## src/rtl/core/madf_pkg.sv

```systemverilog
// madf_pkg: shared types and constants for the moving average distance filter.
// No dependencies.
package madf_pkg;

  // Width of one held sample (non-negative part of a signed Q8.8 reading).
  localparam int SAMPLE_W = 15;

  // Width of the raw input reading.
  localparam int RAW_W = 16;

  typedef enum logic [1:0] {
    ST_IDLE,
    ST_DIVIDE,
    ST_DONE
  } state_t;

endpackage

```

## src/rtl/core/madf_cell.sv

```systemverilog
// madf_cell: one window slot; holds a sample and passes it on to its neighbor.
// Depends on madf_pkg.
module madf_cell (
  input  logic                           clk,
  input  logic                           shift_en,
  input  logic [madf_pkg::SAMPLE_W-1:0]  d,
  output logic [madf_pkg::SAMPLE_W-1:0]  q
);

  // Advance the window by one slot on each accepted non-negative sample.
  always_ff @(posedge clk) begin
    if (shift_en) begin
      q <= d;
    end
  end

endmodule

```

## src/rtl/core/madf_div.sv

```systemverilog
// madf_div: restoring divider, one quotient bit per cycle.
// No package dependencies; widths come from the parent.
module madf_div #(
  parameter int SUM_W = 18,
  parameter int CNT_W = 3
) (
  input  logic             clk,
  input  logic             rst,
  input  logic             start,
  input  logic [SUM_W-1:0] dividend,
  input  logic [CNT_W-1:0] divisor,
  output logic             done,
  output logic [SUM_W-1:0] quotient
);

  localparam int STEP_W = $clog2(SUM_W + 1);

  logic [CNT_W-1:0]  rem;
  logic [CNT_W-1:0]  dvs;
  logic [STEP_W-1:0] steps_left;
  logic              busy;
  logic [CNT_W:0]    shifted;
  logic [CNT_W:0]    trial;

  assign shifted = {rem, quotient[SUM_W-1]};
  assign trial   = shifted - {1'b0, dvs};

  always_ff @(posedge clk) begin
    if (rst) begin
      busy       <= 1'b0;
      done       <= 1'b0;
      steps_left <= '0;
    end else begin
      done <= 1'b0;
      if (start) begin
        busy       <= 1'b1;
        steps_left <= STEP_W'(SUM_W);
      end else if (busy) begin
        steps_left <= steps_left - 1'b1;
        if (steps_left == STEP_W'(1)) begin
          busy <= 1'b0;
          done <= 1'b1;
        end
      end
    end
  end

  // Payload: shift the remainder/quotient pair, keep the trial if it fits.
  always_ff @(posedge clk) begin
    if (start) begin
      rem      <= '0;
      dvs      <= divisor;
      quotient <= dividend;
    end else if (busy) begin
      if (!trial[CNT_W]) begin
        rem      <= trial[CNT_W-1:0];
        quotient <= {quotient[SUM_W-2:0], 1'b1};
      end else begin
        rem      <= shifted[CNT_W-1:0];
        quotient <= {quotient[SUM_W-2:0], 1'b0};
      end
    end
  end

endmodule

```

## src/rtl/core/moving_average_distance_filter.sv

```systemverilog
// moving_average_distance_filter: top level of the window-average filter.
// Depends on madf_pkg, madf_cell and madf_div.
//
// Usage:
//   Input channel (in_valid / in_ready / distance_sample) carries one signed
//   Q8.8 distance reading per request. Output channel (out_valid / out_ready /
//   filtered_distance / sample_rejected) returns exactly one result per input.
//   A negative reading is answered with filtered_distance = 0 and
//   sample_rejected = 1 and leaves the window untouched. Any other reading is
//   pushed into a row of WINDOW cells, the oldest falling off once it is full;
//   the result is the sum of held samples divided by their count, truncated.
// Flow:
//   A valid reading is worked by the bit-serial divider, one quotient bit per
//   cycle over the SUM_W-bit running sum; a rejected reading skips the
//   divider. One request is in work at a time: with the receiver ready the
//   next is taken once the last result has entered the output register.
//   in_ready is high whenever no request is being worked on, even while a
//   finished result waits.
// Reset: rst (synchronous, active high) empties the window and clears the
//   running sum; cell contents are not cleared and are only read once written.
// Stall: if out_ready stays low, the finished result waits in the output
//   register and the next finished result waits in ST_DONE until taken.
module moving_average_distance_filter #(
  parameter int WINDOW = 5
) (
  input  logic                          clk,
  input  logic                          rst,
  input  logic                          in_valid,
  output logic                          in_ready,
  input  logic signed [madf_pkg::RAW_W-1:0] distance_sample,
  output logic                          out_valid,
  input  logic                          out_ready,
  output logic [madf_pkg::SAMPLE_W-1:0] filtered_distance,
  output logic                          sample_rejected
);

  localparam int CNT_W = $clog2(WINDOW + 1);
  localparam int SUM_W = madf_pkg::SAMPLE_W + $clog2(WINDOW);

  madf_pkg::state_t state, state_next;

  logic [CNT_W-1:0] fill_count;
  logic [SUM_W-1:0] running_sum;
  logic [SUM_W-1:0] running_sum_next;
  logic             pend_rej;
  logic             window_full;
  logic             accept;
  logic             is_neg;
  logic             div_start;
  logic             load_out;
  logic             div_done;
  logic [SUM_W-1:0] quotient;
  logic [madf_pkg::SAMPLE_W-1:0] new_sample;
  logic [madf_pkg::SAMPLE_W-1:0] cell_q [WINDOW];
  logic [madf_pkg::SAMPLE_W-1:0] dropped;

  assign accept      = in_valid && in_ready;
  assign is_neg      = distance_sample[madf_pkg::RAW_W-1];
  assign new_sample  = distance_sample[madf_pkg::SAMPLE_W-1:0];
  assign window_full = (fill_count == CNT_W'(WINDOW));

  // Row of cells: slot 0 takes the new sample, the last slot holds the oldest.
  for (genvar i = 0; i < WINDOW; i++) begin : g_cell
    if (i == 0) begin : g_head
      madf_cell u_cell (
        .clk      (clk),
        .shift_en (accept && !is_neg),
        .d        (new_sample),
        .q        (cell_q[i])
      );
    end else begin : g_body
      madf_cell u_cell (
        .clk      (clk),
        .shift_en (accept && !is_neg),
        .d        (cell_q[i-1]),
        .q        (cell_q[i])
      );
    end
  end

  // Drop the oldest sample from the sum only once the row is full.
  assign dropped = window_full ? cell_q[WINDOW-1] : '0;

  always_comb begin
    running_sum_next = running_sum + SUM_W'(new_sample) - SUM_W'(dropped);
  end

  always_ff @(posedge clk) begin
    if (rst) begin
      fill_count  <= '0;
      running_sum <= '0;
    end else if (accept && !is_neg) begin
      running_sum <= running_sum_next;
      if (!window_full) begin
        fill_count <= fill_count + 1'b1;
      end
    end
  end

  // Divider sees the updated sum and count in the cycle after accept.
  madf_div #(
    .SUM_W (SUM_W),
    .CNT_W (CNT_W)
  ) u_div (
    .clk      (clk),
    .rst      (rst),
    .start    (div_start),
    .dividend (running_sum),
    .divisor  (fill_count),
    .done     (div_done),
    .quotient (quotient)
  );

  // Next state.
  always_comb begin
    state_next = state;
    unique case (state)
      madf_pkg::ST_IDLE: begin
        if (accept) begin
          state_next = is_neg ? madf_pkg::ST_DONE : madf_pkg::ST_DIVIDE;
        end
      end
      madf_pkg::ST_DIVIDE: begin
        if (div_done) begin
          state_next = madf_pkg::ST_DONE;
        end
      end
      madf_pkg::ST_DONE: begin
        if (!out_valid || out_ready) begin
          state_next = madf_pkg::ST_IDLE;
        end
      end
      default: state_next = madf_pkg::ST_IDLE;
    endcase
  end

  // State outputs.
  always_comb begin
    in_ready = 1'b0;
    load_out = 1'b0;
    unique case (state)
      madf_pkg::ST_IDLE:   in_ready = 1'b1;
      madf_pkg::ST_DIVIDE: in_ready = 1'b0;
      madf_pkg::ST_DONE:   load_out = !out_valid || out_ready;
      default:             in_ready = 1'b0;
    endcase
  end

  always_ff @(posedge clk) begin
    if (rst) begin
      state     <= madf_pkg::ST_IDLE;
      div_start <= 1'b0;
    end else begin
      state     <= state_next;
      div_start <= accept && !is_neg;
    end
  end

  always_ff @(posedge clk) begin
    if (accept) begin
      pend_rej <= is_neg;
    end
  end

  // Output register: hold the result until the receiver takes it.
  always_ff @(posedge clk) begin
    if (rst) begin
      out_valid <= 1'b0;
    end else if (load_out) begin
      out_valid <= 1'b1;
    end else if (out_ready) begin
      out_valid <= 1'b0;
    end
  end

  always_ff @(posedge clk) begin
    if (load_out) begin
      sample_rejected   <= pend_rej;
      filtered_distance <= pend_rej ? '0 : quotient[madf_pkg::SAMPLE_W-1:0];
    end
  end

`ifndef SYNTHESIS
  a_fill_bound: assert property (@(posedge clk) disable iff (rst)
    fill_count <= CNT_W'(WINDOW))
    else $error("fill count beyond window");

  a_sum_bound: assert property (@(posedge clk) disable iff (rst)
    (SUM_W + 1)'(running_sum) <= (SUM_W + 1)'(fill_count) * (SUM_W + 1)'(32767))
    else $error("running sum exceeds count times max sample");

  a_done_in_divide: assert property (@(posedge clk) disable iff (rst)
    div_done |-> state == madf_pkg::ST_DIVIDE)
    else $error("divider finished outside divide state");

  a_reject_zero: assert property (@(posedge clk) disable iff (rst)
    (out_valid && sample_rejected) |-> filtered_distance == '0)
    else $error("rejected result carries nonzero distance");

  a_no_accept_busy: assert property (@(posedge clk) disable iff (rst)
    (state == madf_pkg::ST_DIVIDE) |-> !accept)
    else $error("request accepted during divide");
`endif

endmodule
```

## config.mk

```make
export PLATFORM = sky130hd
export DESIGN_NAME = moving_average_distance_filter
export DESIGN_NICKNAME = d
export VERILOG_FILES = /design/src/rtl/core/madf_pkg.sv /design/src/rtl/core/madf_cell.sv /design/src/rtl/core/madf_div.sv /design/src/rtl/core/moving_average_distance_filter.sv
export SDC_FILE = /design/constraint.sdc
export NUM_CORES = 1
export LEC_CHECK = 0
export CORE_UTILIZATION = 42
export CTS_CLUSTER_SIZE = 40
export DETAILED_ROUTE_END_ITERATION = 8
export DONT_BUFFER_PORTS = 1
export SYNTH_ARGS = -nofsm -noshare
export SYNTH_HDL_FRONTEND = slang
export SYNTH_HIERARCHICAL = 1
export SYNTH_SLANG_ARGS = --single-unit
```

## constraint.sdc

```tcl
create_clock -name clk -period 9.2 [get_ports clk]
set_input_delay 0.92 -clock clk [delete_from_list [all_inputs] [get_ports clk]]
set_output_delay 0.92 -clock clk [all_outputs]
set_load 0.02 [all_outputs]
```

# == After elaboration in Yosys (flattened, before gate mapping) ==
# Cells that the tools add are included.
# word_totals
ff_bits,148
in_bits,20
output_inout_bits,18
elab_cells,66
# classes
add_sub_neg,5
eq_ne,7
muxes,20
bitwise_logic,2
reduce_logical,12
# op_table
cell,count
18-bit 2-to-1 mux,2
18-bit by 15-bit adder with 18-bit output,1
18-bit by 15-bit subtractor with 18-bit output,1
15-bit 2-to-1 mux,1
5-bit 2-to-1 mux,2
1-bit 2-to-1 mux,9
2-bit 2-to-1 mux,4
2-bit one-hot mux with 3 select lines,1
"5-bit by 1-bit equality test with 1-bit output, second input constant",1
"5-bit by 1-bit subtractor with 5-bit output, second input constant",1
"2-bit != test, second input constant",2
2-bit nonzero test,2
4-bit by 3-bit subtractor with 4-bit output,1
"3-bit by 1-bit adder with 3-bit output, second input constant",1
"3-bit equality test, second input constant",1
3-bit 2-to-1 mux,1
3-bit AND reduction,1
3-bit OR reduction,1
"2-bit by 1-bit equality test with 1-bit output, second input constant",1
"2-bit equality test, second input constant",1
1-bit logical AND,2
1-bit zero test,2
2-bit zero test,1
"2-bit by 1-bit != test with 1-bit output, second input constant",1
other kinds (4),5

# == Logic depth before layout (Yosys ltp) ==
# logic_depth
ltp_word,5
depth_mapped,16
mapped_depth_nobuf,16

# == Cells and area by module ==
# Netlist, hierarchy kept.
# modules_own_cells
mod,n_inst,cells_per_inst,area_each_um2,seq_area_each_um2
moving_average_distance_filter,1,340,2971.6,1011.0
madf_cell,5,15,450.4,450.4
madf_div,1,115,1481.4,830.8

# == Worst setup path after synthesis ==
# OpenSTA, ideal clock, no wires.
# synth_path
path_kind,in2reg
startpoint,input distance_sample[15] (netlist bit)
endpoint,register g_cell[0].g_head.u_cell/q[0] (netlist bit) (enable)
setup_time_ns,0.468
t_arrival_ns,3.640
t_required_ns,8.732
setup_slack_ns,5.092
stages,4
n_path_buf,2
path_cell_list,nand3b_1 clkbuf_1 inv_1 buf_1
# synth_between
elab_chain_cells,2
# synth_rtl
element,line,source
"start, declared",moving_average_distance_filter.sv:30,"input logic signed [madf_pkg::RAW_W-1:0] distance_sample,"
1-bit zero test,moving_average_distance_filter.sv:67,".shift_en (accept && !is_neg),"
1-bit logical AND,moving_average_distance_filter.sv:67,
"end signal, assigned",madf_cell.sv:13,q <= d;
"end, declared",madf_cell.sv:7,output logic [madf_pkg::SAMPLE_W-1:0] q
# No other way between the ends.
# A chain may end at the register's enable or synchronous reset.

# == Final worst setup path ==
# layout_path
startpoint,register fill_count[0]
endpoint,register running_sum[16]
# layout_between
elab_chain_cells,3
# layout_rtl
element,line,source
"start, declared",moving_average_distance_filter.sv:42,logic [CNT_W-1:0] fill_count;
"start signal, assigned",moving_average_distance_filter.sv:95,fill_count <= fill_count + 1'b1;
3-bit equality test,moving_average_distance_filter.sv:60,assign window_full = (fill_count == CNT_W'(WINDOW));
15-bit 2-to-1 mux,moving_average_distance_filter.sv:82,assign dropped = window_full ? cell_q[WINDOW-1] : '0;
18-bit by 15-bit subtractor with 18-bit output,moving_average_distance_filter.sv:85,running_sum_next = running_sum + SUM_W'(new_sample) - SUM_W'(dropped);
"end signal, assigned",moving_average_distance_filter.sv:93,running_sum <= running_sum_next;
"end, declared",moving_average_distance_filter.sv:43,logic [SUM_W-1:0] running_sum;
# No other way between the ends.

==> impl_metrics.env <==
export IMPL_final_cell_mix="edfxtp_1, inv_1, dfxtp_1"
export IMPL_antenna_found_initial=0
export IMPL_r2r_setup_slack_ns=5.25
export IMPL_worstPathRequired_ns=9.52
export IMPL_ctsResizeCount=0
export IMPL_post_place_ws_ns=5.29
export IMPL_cp_end_kind="flop"
export IMPL_synth_fp_nets=591
export IMPL_routed_wl_mm=10.8
export IMPL_ant_nets=0
export IMPL_hp_start="g_cell[3].g_body.u_cell/q[10]"
export IMPL_reg2reg_depth=12
export IMPL_drive_gt1_share_pct=10.9
export IMPL_worst_slack_ns=5.25
export IMPL_p_leak_nw=2.84
export IMPL_r2r_start="fill_count[0]"
export IMPL_synth_main_ff_cell="edfxtp_1"
export IMPL_ir_drop_v=0.000137
export IMPL_tns_ns=0
export IMPL_critPathSlowestCell="ha_1"
export IMPL_path_clk_slew_ns=0.06
export IMPL_nets=597
export IMPL_period_minus_slack_ns=3.95
export IMPL_critPathLaunch="fill_count[0]"
export IMPL_async_flop_share_pct=0
export IMPL_hold_viol_final=0
export IMPL_yosysUniqueCellTypes=56
export IMPL_finalClockSkew_ns=0.0120
export IMPL_final_common_cell="edfxtp_1"
export IMPL_htreeDepth=4
export IMPL_n_antenna_cell=0
export IMPL_syn_inst=530
export IMPL_boundaryPins=38
export IMPL_post_cts_setup_buffers=0
export IMPL_gr_total_overflow=0
export IMPL_route_detailed_drc=0
export IMPL_first_global_vias=3627
export IMPL_gp_congestion=0.812
export IMPL_fin_cells=760
export IMPL_setup_viol=0
export IMPL_hpwl_mm=7.34
export IMPL_cts_root_buf="clkbuf_16"
export IMPL_first_pass_iters=4
export IMPL_crit_cells=12
export IMPL_cp_max_fo=17
export IMPL_die_h_um=128
export IMPL_tightest_slew_ns=1.17
export IMPL_min_path_type="flop to flop"
export IMPL_placedCellCount=728
export IMPL_syn_to_final_growth_pct=11.9
export IMPL_die_width_um=128
export IMPL_seq_area_frac_synth_pct=61.1
export IMPL_grt_max_degree=75
export IMPL_synth_area_um2=6710
export IMPL_clockBufferDepth=2
export IMPL_min_path_cells=0
export IMPL_start_util_pct=43.6
export IMPL_synth_edf_count=113
export IMPL_maxSlewHeadroom_pct=22.0
export IMPL_synth_warnings=6
export IMPL_fmax_mhz=253
export IMPL_grt_setup_unrepaired="false"
export IMPL_die_area_um2=16500
export IMPL_crit_family="adder cells"
export IMPL_synth_seq_cells=148
export IMPL_status="finished clean"
export IMPL_worst_setup_path_type="flop to flop"
export IMPL_via_per_inst=4.93
export IMPL_cts_inserted_buffers=17
export IMPL_post_route_period_util_pct=42.9
export IMPL_rows=45
export IMPL_wl_per_cell_um=14.3
export IMPL_cts_tree="done"
export IMPL_clk_latency_ns=0.42
export IMPL_slew_violations=0
export IMPL_path_buf_inv=0
export IMPL_via_count=3743
export IMPL_min_to="g_cell[4].g_body.u_cell/q[10]"
export IMPL_p_per_area_nw_per_um2=232
export IMPL_path_cells="ha_1 -> and3_1 -> fa_1 -> fa_1 -> nor2b_1 -> o21ai_0 -> a21oi_1 -> o21ai_0 -> a21oi_1 -> a31oi_1 -> or3_1 -> a311oi_1"
export IMPL_drtIter0Drc=225
export IMPL_grt_pass1_wl_mm=18.1
export IMPL_r2r_end="running_sum[16]"
export IMPL_max_stage_delay_ns=0.51
export IMPL_avgSynthCellArea_um2=12.7
export IMPL_cp_start_kind="flop"
export IMPL_drv_cap=0
export IMPL_cts_sinks=148
export IMPL_io_buffers=0
export IMPL_cts_hold_fix_buffers=0
export IMPL_cp_arrival_ns=4.27
export IMPL_track_usage_pct=14.6
export IMPL_core_um2=15400
## power breakdown
part | switching (W) | internal [W] | total [W]
Clock | 0.000276 | 0.000401 | 0.000677
Combinational | 0.000146 | 0.000114 | 0.000260
Sequential | 0.0000329 | 0.000768 | 0.000801
## routing by layer
metal	up-vias	global-route usage, %	routed length (um)
met4	0	5.61	97
met5	-	0	0
li1	1885	-	-
met3	6	5.61	473
met1	1786	20.6	5690
met2	66	20.3	4580
## worst max-delay path by stage
stage                                    to
2_1_floorplan  g_cell[0].g_head.u_cell/q[0]
3_3_place_gp                running_sum[16]
3_5_place_dp                running_sum[16]
4_1_cts                     running_sum[16]
5_1_grt                     running_sum[16]
6_report                    running_sum[16]
## sequential cells by signal (all words and copies together), names as in the netlist
| signal | flops |
|---|---|
| g_cell.g_body.u_cell/q | 60 |
| running_sum | 18 |
| u_div/quotient | 18 |
| filtered_distance | 15 |
| g_cell.g_head.u_cell/q | 15 |
| u_div/steps_left | 5 |
| fill_count | 3 |
| u_div/dvs | 3 |
| u_div/rem | 3 |
| state | 2 |
| div_start | 1 |
| out_valid | 1 |
| pend_rej | 1 |
| sample_rejected | 1 |
| u_div/busy | 1 |
| u_div/done | 1 |
## per-stage QoR
step,utilization (%),cell area [um^2],hold WS [ns],power (W)
2_1_floorplan,-,6710,0.400,0.00102
3_3_place_gp,45.0,6920,0.402,0.00107
3_5_place_dp,45.0,6920,0.405,0.00107
4_1_cts,48.8,7500,0.413,0.00176
5_1_grt,48.8,7500,0.418,0.00183
6_report,48.8,7500,0.412,0.00174
## Yosys cell counts (all sizes together) (5+ instances only)
master,count,area (um^2)
and3,18,113
nand2,26,100
a21oi,31,159
buf,6,30.0
inv,78,295
or3,6,37.5
nand3,5,25.0
edfxtp,113,3390
nor2b,22,138
clkbuf,9,33.8
fa,16,320
dfxtp,35,701
ha,25,313
xor2,5,43.8
o21ai,11,55.1
xnor2,11,96.3
mux2,17,191
nor3,9,45.0
a21o,9,67.6
a31oi,5,31.3
nor2,23,86.3
a211oi,6,45.0
## worst register-to-register path, stage by stage, from the launching register on
cell,delay (ns)
dfxtp_1,0.40
ha_1,0.51
and3_1,0.28
fa_1,0.47
fa_1,0.48
nor2b_1,0.11
o21ai_0,0.10
a21oi_1,0.20
o21ai_0,0.15
a21oi_1,0.36
a31oi_1,0.16
or3_1,0.35
a311oi_1,0.28
## area by class of cell
type / instances / area, um^2
Timing Repair Buffer: 2 / 15.0
Inverter: 78 / 297
Clock buffer: 17 / 425
Fill cell: 1363 / 7870
Multi-Input combinational cell: 289 / 2250
Tap cell: 211 / 264
Clock inverter: 15 / 155
Sequential cell: 148 / 4090
## kinds of logic after synthesis
family	after synthesis	share of synthesized area, %
DFF	148	61.1
AOI/OAI and AO/OA	82	8.23
muxes	18	3.00
xor gates and xnor gates	16	2.09
buffers and inverters	93	5.36
and+or+nand+nor	132	10.8
adders and majority gates	41	9.44
(Power assumes the default switching activity.)
